## src/rtl/core/sfd_pkg.sv

```systemverilog
`timescale 1ns / 1ps
`default_nettype none

package sfd_pkg;

    localparam logic [7:0] C_START_FIRST  = 8'h4C;
    localparam logic [7:0] C_START_SECOND = 8'h4D;

    localparam int unsigned C_BUFFER_DEPTH = 64;

    localparam logic [7:0]  C_MIN_LENGTH_RST    = 8'd2;
    localparam logic [7:0]  C_MAX_LENGTH_RST    = 8'd64;
    localparam logic [15:0] C_TIMEOUT_TICKS_RST = 16'd10;

    localparam logic [1:0] C_REG_MIN_LENGTH    = 2'd0;
    localparam logic [1:0] C_REG_MAX_LENGTH    = 2'd1;
    localparam logic [1:0] C_REG_TIMEOUT_TICKS = 2'd2;

    localparam logic C_CMD_BYTE = 1'b0;
    localparam logic C_CMD_TICK = 1'b1;

    localparam logic [1:0] C_EVT_NONE     = 2'd0;
    localparam logic [1:0] C_EVT_STORED   = 2'd1;
    localparam logic [1:0] C_EVT_COMPLETE = 2'd2;
    localparam logic [1:0] C_EVT_TIMEOUT  = 2'd3;

    typedef struct packed {
        logic       cmd;
        logic [7:0] rx_byte;
    } t_in_item;

    typedef struct packed {
        logic [1:0] event_res;
        logic [7:0] byte_index;
        logic [7:0] byte_value;
        logic       checksum_ok;
    } t_out_item;

endpackage

`default_nettype wire

```

## src/rtl/core/serial_frame_deframer_xor.sv

```systemverilog
`timescale 1ns / 1ps
`default_nettype none

// Channel   Direction  Handshake                 Payload
// in        sink       i_in_valid / o_in_stall   i_in_item  (cmd, rx_byte)
// out       source     o_out_valid / i_out_stall o_out_item (event_res, byte_index,
//                                                  byte_value, checksum_ok)
// cfg       sink       i_cfg_we                  i_cfg_index, i_cfg_data
//
// One item per cycle while o_in_stall is low; each transfer yields exactly one result, which is registered.
// Frame state updates in the cycle of the input transfer; an output register plus a
// skid register hold results, so input keeps flowing while one result waits.
// o_in_stall rises only when both output registers are full.
// Synchronous active-low reset returns to hunting the first start byte with
// registers at their defaults.

module serial_frame_deframer_xor #(
    parameter int unsigned BUFFER_DEPTH = sfd_pkg::C_BUFFER_DEPTH
) (
    input  wire                 i_clk,
    input  wire                 i_rst_n,
    input  wire                 i_in_valid,
    output logic                o_in_stall,
    input  wire  sfd_pkg::t_in_item i_in_item,
    output logic                o_out_valid,
    input  wire                 i_out_stall,
    output sfd_pkg::t_out_item  o_out_item,
    input  wire                 i_cfg_we,
    input  wire  [1:0]          i_cfg_index,
    input  wire  [15:0]         i_cfg_data
);

    import sfd_pkg::*;

    localparam logic [2:0] PH_HUNT1 = 3'd0;
    localparam logic [2:0] PH_HUNT2 = 3'd1;
    localparam logic [2:0] PH_LEN   = 3'd2;
    localparam logic [2:0] PH_BODY  = 3'd3;
    localparam logic [2:0] PH_CSUM  = 3'd4;

    localparam logic [7:0] BUF_DEPTH = 8'(BUFFER_DEPTH);

    logic [7:0]  r_min_length;
    logic [7:0]  r_max_length;
    logic [15:0] r_timeout_ticks;

    logic [2:0]  r_phase,        n_phase;
    logic [7:0]  r_fill_index,   n_fill_index;
    logic [7:0]  r_frame_length, n_frame_length;
    logic [7:0]  r_running_xor,  n_running_xor;
    logic [15:0] r_idle_count,   n_idle_count;
    logic        r_in_frame,     n_in_frame;

    logic        r_out_valid, r_skid_valid;
    t_out_item   r_out, r_skid;

    t_out_item   n_result;
    logic        in_xfer;
    logic        out_free;
    logic [15:0] idle_inc;
    logic [7:0]  rx_b;
    logic [7:0]  store_len;
    logic [7:0]  fill_next;

    assign in_xfer  = i_in_valid && !r_skid_valid;
    assign out_free = !r_out_valid || !i_out_stall;
    assign rx_b     = i_in_item.rx_byte;
    assign idle_inc = (r_idle_count == 16'hFFFF) ? r_idle_count : r_idle_count + 16'd1;
    assign fill_next = r_fill_index + 8'd1;
    assign store_len = (r_phase == PH_LEN) ? rx_b : r_frame_length;

    always_comb begin
        n_phase        = r_phase;
        n_fill_index   = r_fill_index;
        n_frame_length = r_frame_length;
        n_running_xor  = r_running_xor;
        n_idle_count   = r_idle_count;
        n_in_frame     = r_in_frame;
        n_result       = '0;

        if (i_in_item.cmd == C_CMD_TICK) begin
            if (r_in_frame) begin
                n_idle_count = idle_inc;
                if (idle_inc >= r_timeout_ticks) begin
                    n_result.event_res = C_EVT_TIMEOUT;
                    n_phase            = PH_HUNT1;
                    n_in_frame         = 1'b0;
                    n_idle_count       = '0;
                end
            end
        end else begin
            unique case (r_phase)
                PH_HUNT1: begin
                    if (rx_b == C_START_FIRST) begin
                        n_phase      = PH_HUNT2;
                        n_in_frame   = 1'b1;
                        n_idle_count = '0;
                    end
                end
                PH_HUNT2: begin
                    if (rx_b == C_START_SECOND) begin
                        n_phase       = PH_LEN;
                        n_fill_index  = '0;
                        n_running_xor = '0;
                    end
                end
                PH_LEN, PH_BODY: begin
                    if (r_phase == PH_LEN && (rx_b < r_min_length || rx_b > r_max_length)) begin
                        n_phase    = PH_HUNT1;
                        n_in_frame = 1'b0;
                    end else begin
                        n_frame_length = store_len;
                        n_idle_count   = '0;
                        if (r_fill_index >= BUF_DEPTH) begin
                            n_phase = PH_CSUM;
                        end else begin
                            if (r_fill_index != 8'd0) begin
                                n_running_xor = r_running_xor ^ rx_b;
                            end
                            n_result.event_res  = C_EVT_STORED;
                            n_result.byte_index = r_fill_index;
                            n_result.byte_value = rx_b;
                            n_fill_index        = fill_next;
                            n_phase = (fill_next >= store_len) ? PH_CSUM : PH_BODY;
                        end
                    end
                end
                PH_CSUM: begin
                    n_result.event_res   = C_EVT_COMPLETE;
                    n_result.byte_index  = r_fill_index;
                    n_result.checksum_ok = (rx_b == r_running_xor);
                    n_phase              = PH_HUNT1;
                    n_in_frame           = 1'b0;
                end
                default: begin
                    n_phase = PH_HUNT1;
                end
            endcase
        end
    end

    always_ff @(posedge i_clk) begin
        if (!i_rst_n) begin
            r_min_length    <= C_MIN_LENGTH_RST;
            r_max_length    <= C_MAX_LENGTH_RST;
            r_timeout_ticks <= C_TIMEOUT_TICKS_RST;
        end else if (i_cfg_we) begin
            unique case (i_cfg_index)
                C_REG_MIN_LENGTH:    r_min_length    <= i_cfg_data[7:0];
                C_REG_MAX_LENGTH:    r_max_length    <= i_cfg_data[7:0];
                C_REG_TIMEOUT_TICKS: r_timeout_ticks <= i_cfg_data;
                default: begin
                end
            endcase
        end
    end

    always_ff @(posedge i_clk) begin
        if (!i_rst_n) begin
            r_phase        <= PH_HUNT1;
            r_fill_index   <= '0;
            r_frame_length <= '0;
            r_running_xor  <= '0;
            r_idle_count   <= '0;
            r_in_frame     <= 1'b0;
        end else if (in_xfer) begin
            r_phase        <= n_phase;
            r_fill_index   <= n_fill_index;
            r_frame_length <= n_frame_length;
            r_running_xor  <= n_running_xor;
            r_idle_count   <= n_idle_count;
            r_in_frame     <= n_in_frame;
        end
    end

    // hold results in the output register, overflow into the skid register
    always_ff @(posedge i_clk) begin
        if (!i_rst_n) begin
            r_out_valid  <= 1'b0;
            r_skid_valid <= 1'b0;
        end else begin
            if (out_free) begin
                r_out_valid  <= r_skid_valid || in_xfer;
                r_skid_valid <= 1'b0;
            end else if (in_xfer) begin
                r_skid_valid <= 1'b1;
            end
        end
    end

    always_ff @(posedge i_clk) begin
        if (out_free) begin
            r_out <= r_skid_valid ? r_skid : n_result;
        end
        if (!out_free && in_xfer) begin
            r_skid <= n_result;
        end
    end

    assign o_in_stall  = r_skid_valid;
    assign o_out_valid = r_out_valid;
    assign o_out_item  = r_out;

endmodule

`default_nettype wire
```

## config.mk

```make
export PLATFORM = sky130hd
export DESIGN_NAME = serial_frame_deframer_xor
export DESIGN_NICKNAME = d
export VERILOG_FILES = /design/src/rtl/core/sfd_pkg.sv /design/src/rtl/core/serial_frame_deframer_xor.sv
export SDC_FILE = /design/constraint.sdc
export NUM_CORES = 1
export LEC_CHECK = 0
export ABC_AREA = 1
export BUFFER_PORTS_ARGS = -buffer_cell sky130_fd_sc_hd__buf_4
export CAP_MARGIN = 15
export CORE_ASPECT_RATIO = 1.4
export CORE_UTILIZATION = 52
export CTS_BUF_LIST = sky130_fd_sc_hd__clkbuf_2
export DETAILED_ROUTE_END_ITERATION = 8
export PLACE_DENSITY_LB_ADDON = 0.1
export SLEW_MARGIN = 10
export SYNTH_ARGS = -nofsm -noshare
export SYNTH_HDL_FRONTEND = slang
export SYNTH_SLANG_ARGS = --single-unit
```

## constraint.sdc

```tcl
create_clock -name i_clk -period 8.6 [get_ports i_clk]
set_input_delay 0 -clock i_clk [delete_from_list [all_inputs] [get_ports i_clk]]
set_output_delay 0 -clock i_clk [all_outputs]
set_load 0.02 [all_outputs]
```

==> flow_summary.json, run 1 <==
{
  "ant_nets": 0,
  "most_common_library_cell_in_the_layout_ignoring_fill_and_taps": "sky130_fd_sc_hd__nand2_1",
  "worstPathArrival_ns": 3.84,
  "wl_um": 15700,
  "fp.dieArea_um2": 13000,
  "io_buffers": 52,
  "crit_path_max_incr_delay_ns": 0.45,
  "syn-cell-area_um2": 6530,
  "synth_top_family_by_area": "simple AND/OR/NAND/NOR gates",
  "fillerInstances": 1129,
  "vdd.ir_drop.worst_uv": 90.4,
  "synth-warning-count": 0,
  "yosysTopAreaCellShare_pct": 23.9,
  "post_route_cells_drive_above_1_share_pct": 13.3,
  "place.detailed.hpwl_um": 11200,
  "cts_made_buffers": 17,
  "routabilityCongestion": 0.917,
  "cp_cell_sequence": "ha_1 -> nand2_2 -> inv_2 -> nand2_2 -> nor2_4 -> nand2_4 -> nor2_4 -> nand2_2 -> nor2_2 -> nand2_1 -> nand3_1 -> ha_1 -> a21oi_1 -> o21ai_0 -> a21oi_1 -> nand3_1 -> inv_1 -> nand3_1 -> a21oi_1",
  "finish.utilization_pct": 62.7,
  "final.setup_skew_ns": 0.0394,
  "endpoint_kind": "flop",
  "min_from": "i_cfg_data[0]",
  "adder_cell_fraction_of_synth_area_pct": 8.05,
  "drt_pass1_iterations": 5,
  "synthesis.instances": 868,
  "worst_case_hold_path_end_point": "r_timeout_ticks[0]",
  "initial_antenna_violation_count": 1,
  "muxShareOfSynthArea_pct": 0,
  "grt_start_max_net_pins": 60,
  "fmax_mhz": 309,
  "rows": 48,
  "synth_compound_gate_area_share_pct": 12.2,
  "first_pass_grt_wire_length_um": 26200,
  "grt_setup_unrepaired": "no",
  "yosys.area_share.simple_pct": 26.0,
  "worst_max_slew_pin_slew_ns": 1.03,
  "start_util_pct": 53.3,
  "timing.max_cap.violations": 0,
  "layout_common_cells": "sky130_fd_sc_hd__nand2_1, sky130_fd_sc_hd__inv_1, sky130_fd_sc_hd__nor2_1",
  "area_delta_synth_final_pct": 17.8,
  "fin_crit_ns": 3.23,
  "cts_root_buf": "sky130_fd_sc_hd__clkbuf_2",
  "avgSynthCellArea_um2": 7.52,
  "num_vias": 5888,
  "critical_path_required_ns": 9.21,
  "distinct_cell_type_count_of_the_synthesized_netlist": 41,
  "share_of_the_yosys_chip_area_belonging_to_registers_pct": 41.4,
  "cts_max_path_buffers": 2,
  "totalNegativeSetupSlack_ns": 0,
  "hold_viol_final": 0,
  "power_leakage_nw": 3.62,
  "worstReg2RegEnd": "r_idle_count[2]",
  "setup-violations-final": 0,
  "ctsHtreeMaxLevel": 4,
  "netlist_top_cells_area": "sky130_fd_sc_hd__dfxtp_1, sky130_fd_sc_hd__edfxtp_1, sky130_fd_sc_hd__nand2_1",
  "cts_tree": "done",
  "grt_pass1_vias": 5804,
  "min_path_cells": 4,
  "pins_over_their_slew_limit": 0,
  "worst-setup-path-type": "flop to flop",
  "power_per_cell_area_nw_per_um2": 152,
  "critical_path.slowest_cell": "sky130_fd_sc_hd__dfxtp_1",
  "placeable_core_region_um2": 12300,
  "grt.overflow.total": 0,
  "final_nets": 1033,
  "top_delay_family_on_crit_path": "simple AND/OR/NAND/NOR gates",
  "detail_route.vias_per_cell": 5.24,
  "crit_buf_inv": 2,
  "share_of_the_clock_period_used_by_the_worst_path_after_layout_pct": 37.6,
  "grt_use_total_pct": 25.1,
  "drcViolationCount": 0,
  "number_of_clock_sinks": 116,
  "synth_top_cell_by_area": "sky130_fd_sc_hd__dfxtp_1",
  "worst_setup_hold_path_clk_slew_ns": 0.17,
  "worst_skew_pair.late_latency_ns": 0.72,
  "rrSetupSlack_ns": 5.37,
  "fp.dieH_um": 135,
  "syn-num-nets": 942,
  "worstRegToRegCells": 19,
  "hold_crit_path_type": "primary input to flop",
  "yosys.area_share.xor_xnor_pct": 2.42,
  "slew-limit-headroom_pct": 30.7,
  "critical_path.startpoint_type": "flop",
  "worst-path-max-fanout": 16,
  "synth-seq-cells": 116,
  "regToRegStartpoint": "r_idle_count[0]",
  "initialDrtViolationCount": 244,
  "io-pin-count": 53,
  "die_w_um": 96.7,
  "avgRoutedWirePerCell_um": 13.9,
  "outcome": "finished, final reports clean"
}
[synth_stat cells, drive strengths merged]
master	count
nand2	207
inv	137
nor2	85
dfxtp	78
a21oi	76
o21ai	57
nand3	44
ha	42
edfxtp	38
clkbuf	17
nand4	16
nor3	14
or2	11
xnor2	10
buf	9
xor2	8
o211ai	4
o21a	4
a31oi	3
nor4	3
a211oi	1
a21boi	1
a21o	1
clkinv	1
o21bai	1
[what timing repair did]
item,in CTS,in global routing
setup endpoints to repair,0,0
hold buffers,45,0
buffers inserted,0,0
hold endpoints to repair,107,0
resized for setup,0,0
[cell type report]
type	instances	area (um^2)	share of cell area, %
Multi-Input combinational cell	588	3170	41.3
Sequential cell	116	2700	35.2
Timing Repair Buffer	98	848	11.0
Inverter	138	519	6.76
Tap cell	150	188	2.44
Clock inverter	14	163	2.12
Clock buffer	18	90.1	1.17
Antenna cell	1	2.50	0.0326
[worst max path at each step]
stage | from | end | slack, ns | cells past startpoint
6_report | r_idle_count[0] | r_idle_count[2] | 5.37 | 19
5_1_grt | r_idle_count[1] | r_idle_count[3] | 4.96 | 19
3_3_place_gp | r_idle_count[0] | r_phase[0] | 5.57 | 20
3_5_place_dp | r_idle_count[0] | r_idle_count[2] | 5.45 | 19
4_1_cts | r_idle_count[0] | r_idle_count[2] | 5.39 | 19
2_1_floorplan | r_idle_count[0] | r_idle_count[5] | 5.86 | 23
[tightest hold or removal path: stages]
cell and delay, ns:
sky130_fd_sc_hd__dlygate4sd3_1 0.52, sky130_fd_sc_hd__buf_4 0.13, sky130_fd_sc_hd__nor2_1 0.05, sky130_fd_sc_hd__nor2_1 0.09
[power breakdown]
part	switching [mW]	internal, mW	total [mW]
Sequential	0.00989	0.586	0.596
Clock	0.219	0.161	0.381
Combinational	0.115	0.0734	0.188
Total	0.344	0.821	1.17
[state kept, by name, summed over array words and instances (netlist names), 3 cells and up]
name             cells
o_out_item          19
r_phase              3
r_min_length         8
r_skid              19
r_timeout_ticks     16
r_fill_index         8
r_running_xor        8
r_max_length         8
r_frame_length       8
r_idle_count        16
[per-stage QoR]
stage | total power, mW | cells | cell area [um^2] | hold slack (ns) | worst slack [ns]
6_report | 1.17 | 1123 | 7680 | 0.102 | 5.37
5_1_grt | 1.22 | 1123 | 7680 | 0.0729 | 4.96
4_1_cts | 1.17 | 1122 | 7680 | 0.0800 | 5.39
3_5_place_dp | 0.779 | 1045 | 6980 | 0.255 | 5.45
3_3_place_gp | 0.772 | 1045 | 6980 | 0.252 | 5.57
2_1_floorplan | 0.723 | 868 | 6530 | 0.130 | 5.86
[routing by layer]
metal	part of all wire [%]	vias to the layer above	GRT usage, %	wire, um
li1	-	2985	-	-
met1	39	2704	25.6	6170
met2	52	157	46.9	8150
met3	4.1	42	5.43	645
met4	4.4	0	14.7	690
met5	0	-	0	0
[kinds of logic after synthesis]
family | count (synthesis)
xor gates and xnor gates | 18
AOI/OAI and AO/OA | 148
and+or+nand+nor | 380
DFF | 116
adders and majority gates | 42
buffers and inverters | 164
Note: power is estimated with default switching activity, not from simulation.
==> run 2, diff against run 1 <==
==> constraint.sdc (replaced) <==
create_clock -name i_clk -period 2.6 [get_ports i_clk]
set_input_delay 0 -clock i_clk [delete_from_list [all_inputs] [get_ports i_clk]]
set_output_delay 0 -clock i_clk [all_outputs]
set_load 0.02 [all_outputs]
==> run 2 against run 1 <==
Clock power increased to 3.3 times the previous value. Sequential power rose to 3.3 times the previous value. The flow now finishes with violations (negative setup slack). Critical endpoint is now r_idle_count[0]. Highest routed layer unchanged. Power increased to 3.4 times the previous value. Critical path depth up 9. Critical path type unchanged. Largest power group unchanged.
==> flow_summary.json, run 2 (synthesis gave the netlist of run 1 again) <==
{
  "post_route_total_power_mw": 3.90,
  "final_nets": 1083,
  "cts_made_buffers": 17,
  "critical_path_required_ns": 3.17,
  "worst-path-max-fanout": 8,
  "most_common_library_cell_in_the_layout_ignoring_fill_and_taps": "sky130_fd_sc_hd__nand2_1",
  "setup-violations-final": 24,
  "pins_over_their_slew_limit": 0,
  "critical_path.startpoint_type": "flop",
  "ctsHtreeMaxLevel": 4,
  "io-pin-count": 53,
  "num_vias": 6151,
  "worst_skew_pair.late_latency_ns": 0.68,
  "grt_start_max_net_pins": 49,
  "fillerInstances": 1010,
  "totalNegativeSetupSlack_ns": -3.08,
  "worst_max_slew_pin_slew_ns": 1.06,
  "outcome": "finished, violations left",
  "wl_um": 17000,
  "slew-limit-headroom_pct": 28.7,
  "final_design_area_no_fill_um2": 8380,
  "vdd.ir_drop.worst_uv": 320,
  "post_layout_nonfiller_instances": 1173,
  "fp.dieH_um": 135,
  "cts_tree": "done",
  "rows": 48,
  "hold_crit_path_type": "primary input to flop",
  "worst_setup_hold_path_clk_slew_ns": 0.19,
  "hold_viol_final": 0,
  "io_buffers": 52,
  "critical_path.slowest_cell": "sky130_fd_sc_hd__dfxtp_4",
  "crit_path_max_incr_delay_ns": 0.39,
  "area_delta_synth_final_pct": 28.4,
  "rrSetupSlack_ns": -0.18,
  "start_util_pct": 53.3,
  "final.setup_skew_ns": 0.0413,
  "first_pass_grt_wire_length_um": 27800,
  "routabilityCongestion": 0.902,
  "initial_antenna_violation_count": 1,
  "power_per_cell_area_nw_per_um2": 466,
  "share_of_the_clock_period_used_by_the_worst_path_after_layout_pct": 107,
  "number_of_clock_sinks": 116,
  "dpl_cell_area_um2": 7260,
  "power_leakage_nw": 3.93,
  "grt_pass1_vias": 6148,
  "fmax_mhz": 359,
  "fp.dieArea_um2": 13000,
  "die_w_um": 96.7,
  "post_route_cells_drive_above_1_share_pct": 21.3,
  "placed_cells": 1077,
  "detail_route.vias_per_cell": 5.24,
  "multi_input_area_um2": 3410,
  "worst-setup-path-type": "flop to flop",
  "ant_nets": 0,
  "grt_setup_unrepaired": "yes",
  "placeable_core_region_um2": 12300,
  "grt.overflow.total": 0,
  "cts_max_path_buffers": 2,
  "place.detailed.hpwl_um": 11500,
  "cpMostUsedCell": "sky130_fd_sc_hd__nand2_1",
  "avgRoutedWirePerCell_um": 14.5,
  "initialDrtViolationCount": 232,
  "worstPathArrival_ns": 3.35,
  "layout_common_cells": "sky130_fd_sc_hd__nand2_1, sky130_fd_sc_hd__inv_1, sky130_fd_sc_hd__buf_4",
  "drcViolationCount": 0,
  "timing.max_cap.violations": 0,
  "grt_use_total_pct": 26.6,
  "sequential_cell_area_um2": 2710,
  "drt_pass1_iterations": 5,
  "cts_root_buf": "sky130_fd_sc_hd__clkbuf_2",
  "fin_crit_ns": 2.78,
  "violations": "negative setup slack",
  "fin_ws_ns": -0.185,
  "endpoint_kind": "flop",
  "place_worst_setup_slack_ns": -0.252
}
-- run 2: changes by cell type in the layout (fill, tap and decap cells not counted), moves of 4 or more --
cell and delta:
sky130_fd_sc_hd__buf_4 +39, sky130_fd_sc_hd__nand2_1 -12, sky130_fd_sc_hd__ha_1 -7, sky130_fd_sc_hd__ha_4 +7, sky130_fd_sc_hd__nand2_2 +7, sky130_fd_sc_hd__dlygate4sd3_1 +6, sky130_fd_sc_hd__nor2_1 -6, sky130_fd_sc_hd__dfxtp_1 -5
sky130_fd_sc_hd__nand2_4 +5, sky130_fd_sc_hd__nand3_1 -5, sky130_fd_sc_hd__a21oi_1 -4, sky130_fd_sc_hd__a21oi_2 +4, sky130_fd_sc_hd__nand3_2 +4
-- run 2: path summary, 6_finish.rpt --
path,start,end,cells after the start
max,r_idle_count[1],r_idle_count[0],28
min,i_cfg_data[0],r_timeout_ticks[0],4
max reg2reg,r_idle_count[1],r_idle_count[0],28
min reg2reg,r_frame_length[4],r_frame_length[4],2
-- run 2: layout make-up --
cell class | instances | area share (%)
antenna | 1 | 0.0299
clock buffer | 19 | 1.14
clock inverter | 13 | 1.88
inverter | 138 | 6.45
multi-input combinational | 588 | 40.7
sequential | 116 | 32.4
tap | 150 | 2.24
timing repair buffer | 146 | 14.9
timing repair inverter | 2 | 0.179
-- run 2: metal layers --
layer / vias up / routed length [um] / track usage [%]
met1: 2860 / 6540 / 27.0
met4: 0 / 597 / 12.9
li1: 3091 / - / -
met2: 160 / 9320 / 51.8
met5: - / 0 / 0
met3: 40 / 579 / 4.71
-- run 2: critical path, delay by kind of cell (launching register included) --
family / cells / cell delay (ns)
buf+inv: 8 / 0.66
compound gates: 1 / 0.16
flops: 1 / 0.39
simple gates: 17 / 1.21
fa+ha+maj: 2 / 0.26
-- run 2: power breakdown --
group	leakage (nW)	total, mW	switching [mW]	internal [mW]
clock	0.148	1.26	0.722	0.540
sequential	1.05	1.97	0.0310	1.94
combinational	2.74	0.674	0.405	0.269
total	3.93	3.90	1.16	2.75
-- run 2: timing repair --
item | CTS | global route
gates resized for setup | 39 | 18
pin swaps | 17 | 16
setup endpoints to repair | 24 | 25
hold buffers | 52 | 0
setup buffers | 6 | 3
hold endpoints to repair | 127 | 0
cloned | 1 | 1
-- run 2: per-stage QoR --
stage / utilization (%) / hold slack, ns
floorplan: - / 0.130
global placement: 59.3 / 0.248
detailed placement: 59.3 / 0.260
CTS: 67.4 / 0.0977
global route: 68.4 / 0.109
finish: 68.4 / 0.166
==> run 3, diff against run 2 <==
--- a/config.mk
+++ b/config.mk
@@ -5,7 +5,6 @@
 export SDC_FILE = /design/constraint.sdc
 export NUM_CORES = 1
 export LEC_CHECK = 0
-export ABC_AREA = 1
 export BUFFER_PORTS_ARGS = -buffer_cell sky130_fd_sc_hd__buf_4
 export CAP_MARGIN = 15
 export CORE_ASPECT_RATIO = 1.4
==> run 3 against run 2 <==
The run still ends with negative setup slack left. Clock skew down 0.0094 ns. Count of clock-buffer cells in the layout fell by 1. Hold slack worse by 0.047 ns. Power is 4.6% lower. Critical endpoint is now r_phase[1].
==> flow_summary.json, run 3 <==
{
  "hold_viol_final": 0,
  "post_layout_nonfiller_instances": 1034,
  "cts_tree": "done",
  "power_per_cell_area_nw_per_um2": 443,
  "placeable_core_region_um2": 11800,
  "main_flop_type_after_synthesis": "sky130_fd_sc_hd__dfxtp_1",
  "most_common_library_cell_in_the_layout_ignoring_fill_and_taps": "sky130_fd_sc_hd__buf_4",
  "dpl_cell_area_um2": 7430,
  "area_delta_synth_final_pct": 32.8,
  "hold_crit_path_type": "primary input to flop",
  "io_buffers": 52,
  "setup-violations-final": 24,
  "yosys.area_share.simple_pct": 19.1,
  "initialDrtViolationCount": 263,
  "place.detailed.hpwl_um": 12100,
  "critical_path.slowest_cell": "sky130_fd_sc_hd__o41a_1",
  "final_nets": 947,
  "yosys-top-cells-count": "sky130_fd_sc_hd__nand2_1, sky130_fd_sc_hd__dfxtp_1, sky130_fd_sc_hd__a21oi_1",
  "yosysTopAreaCellShare_pct": 24.7,
  "grt_pass1_vias": 5954,
  "cp_cell_sequence": "and4_4 -> and3_4 -> nand2_2 -> nor3_2 -> mux2_4 -> ha_4 -> nand4_1 -> o41a_1 -> a31o_4 -> and3_4 -> o32a_1",
  "share_of_the_yosys_chip_area_belonging_to_registers_pct": 42.7,
  "cpMostUsedCell": "sky130_fd_sc_hd__and3_4",
  "worstRegToRegCells": 11,
  "detail_route.vias_per_cell": 5.68,
  "rows": 47,
  "routabilityCongestion": 0.931,
  "pins_over_their_slew_limit": 0,
  "avgSynthCellArea_um2": 8.98,
  "share_of_the_clock_period_used_by_the_worst_path_after_layout_pct": 120,
  "grt_setup_unrepaired": "yes",
  "synthesis.instances": 705,
  "io-pin-count": 53,
  "timing.max_cap.violations": 0,
  "cts_root_buf": "sky130_fd_sc_hd__clkbuf_2",
  "cts_made_buffers": 17,
  "initial_antenna_violation_count": 1,
  "synth_compound_gate_area_share_pct": 18.1,
  "first_pass_grt_wire_length_um": 28500,
  "syn-num-nets": 779,
  "muxShareOfSynthArea_pct": 3.73,
  "ant_nets": 0,
  "number_of_clock_sinks": 116,
  "worst_skew_pair.late_latency_ns": 0.69,
  "fp.dieArea_um2": 12600,
  "most_repeated_cell_in_the_gate_level_netlist_after_synthesis": "sky130_fd_sc_hd__nand2_1",
  "num_vias": 5873,
  "critical_path_required_ns": 3.17,
  "synth_top_cell_by_area": "sky130_fd_sc_hd__dfxtp_1",
  "worst-path-max-fanout": 5,
  "avgRoutedWirePerCell_um": 16.7,
  "synth_edf_count": 38,
  "worst-setup-path-type": "flop to flop",
  "outcome": "finished, violations left",
  "layout_common_cells": "sky130_fd_sc_hd__buf_4, sky130_fd_sc_hd__nand2_1, sky130_fd_sc_hd__dfxtp_1",
  "critical_path.startpoint_type": "flop",
  "endpoint_kind": "flop",
  "final_design_area_no_fill_um2": 8410,
  "synth-seq-cells": 116,
  "vdd.ir_drop.worst_uv": 392,
  "fp.dieH_um": 133,
  "grt.overflow.total": 0,
  "syn-cell-area_um2": 6330,
  "drcViolationCount": 0,
  "worst_max_slew_pin_slew_ns": 0.615,
  "final.setup_skew_ns": 0.0319,
  "grt_start_max_net_pins": 58,
  "regToRegStartpoint": "r_idle_count[9]",
  "slew-limit-headroom_pct": 59.0,
  "grt_use_total_pct": 29.2,
  "rrSetupSlack_ns": -0.53,
  "adder_cell_fraction_of_synth_area_pct": 8.30,
  "drt_pass1_iterations": 6,
  "yosys.area_share.xor_xnor_pct": 2.63,
  "worst_setup_hold_path_clk_slew_ns": 0.19,
  "ctsHtreeMaxLevel": 4,
  "violations": "negative setup slack",
  "synth-warning-count": 0,
  "crit_end": "r_phase[1]",
  "post_route_cells_drive_above_1_share_pct": 26.6,
  "distinct_cell_type_count_of_the_synthesized_netlist": 63,
  "worstPathArrival_ns": 3.70,
  "placed_cells": 942,
  "ys_async_sr_fraction_pct": 0,
  "wl_um": 17300,
  "fmax_mhz": 320,
  "power_leakage_nw": 3.50,
  "cp-startpoint": "r_idle_count[9]",
  "totalNegativeSetupSlack_ns": -10.69,
  "synth_top_family_by_area": "simple AND/OR/NAND/NOR gates",
  "finish.utilization_pct": 71.1,
  "hold-worst-slack_ns": 0.120,
  "worstReg2RegEnd": "r_phase[1]",
  "die_w_um": 95.3,
  "cts_max_path_buffers": 2,
  "fin_crit_ns": 3.13,
  "netlist_top_cells_area": "sky130_fd_sc_hd__dfxtp_1, sky130_fd_sc_hd__edfxtp_1, sky130_fd_sc_hd__ha_1",
  "crit_path_max_incr_delay_ns": 0.49,
  "fin_ws_ns": -0.529,
  "start_util_pct": 53.6
}
run 3: metrics by stage:
stage          total power [mW]  setup slack (ns)
6_report                   3.72            -0.529
5_1_grt                    3.89            -0.660
4_1_cts                    3.73            -0.504
3_5_place_dp               2.53            -0.511
3_3_place_gp               2.51            -0.456
2_1_floorplan              2.30            -0.397
run 3: area by class of cell:
type,count,area [um^2]
Fill cell,940,3410
Timing Repair Buffer,180,1520
Multi-Input combinational cell,502,3540
Clock buffer,18,90.1
Inverter,56,210
Antenna cell,1,2.50
Clock inverter,14,138
Tap cell,147,184
Sequential cell,116,2720
run 3: logic make-up (layout without fill, tap and decap cells):
kind of cell,after synthesis,count (layout)
simple gates,252,252
compound gates,166,166
flops,116,116
buf+inv,87,268
fa+ha+maj,42,42
mux,23,23
xor+xnor,19,19
other cells,0,1
run 3: report_power, final:
group	switching (mW)	leakage, nW	internal, mW
registers	0.0210	1.04	1.92
clock network	0.734	0.127	0.434
logic	0.355	2.33	0.263
run 3: how the worst min path moves through the flow:
stage	startpoint	endpoint	slack, ns	cells past startpoint
floorplan	i_cfg_data[10]	r_timeout_ticks[10]	0.14	2
global placement	i_cfg_data[15]	r_timeout_ticks[15]	0.25	3
detailed placement	i_cfg_data[14]	r_timeout_ticks[14]	0.26	3
CTS	i_cfg_data[3]	r_min_length[3]	0.09	4
global route	i_cfg_data[0]	r_timeout_ticks[0]	0.06	4
finish	i_cfg_data[7]	r_min_length[7]	0.12	4
run 3: critical path: cells and delay by family, from the launching register on:
family | cells | cell delay [ns]
multiplexers | 1 | 0.34
adder cells (fa/ha/maj) | 1 | 0.27
AND/OR/NAND/NOR | 6 | 0.99
AO/OA/AOI/OAI | 3 | 1.06
flip-flops | 1 | 0.37
run 3: layer usage:
layer	GRT usage (%)	share of wire (%)	wire, um
met5	0	0	0
met4	14.2	4.2	724
met3	5.06	3.6	617
met2	52.8	53	9170
met1	32.0	39	6780
run 3: repair_timing:
action                                  CTS  global route
pin swaps                                21             5
hold buffers                             46             0
resized for setup                        31            13
endpoints found under the setup margin   24            29
hold endpoints to repair                 96             0
setup buffers                             9             4
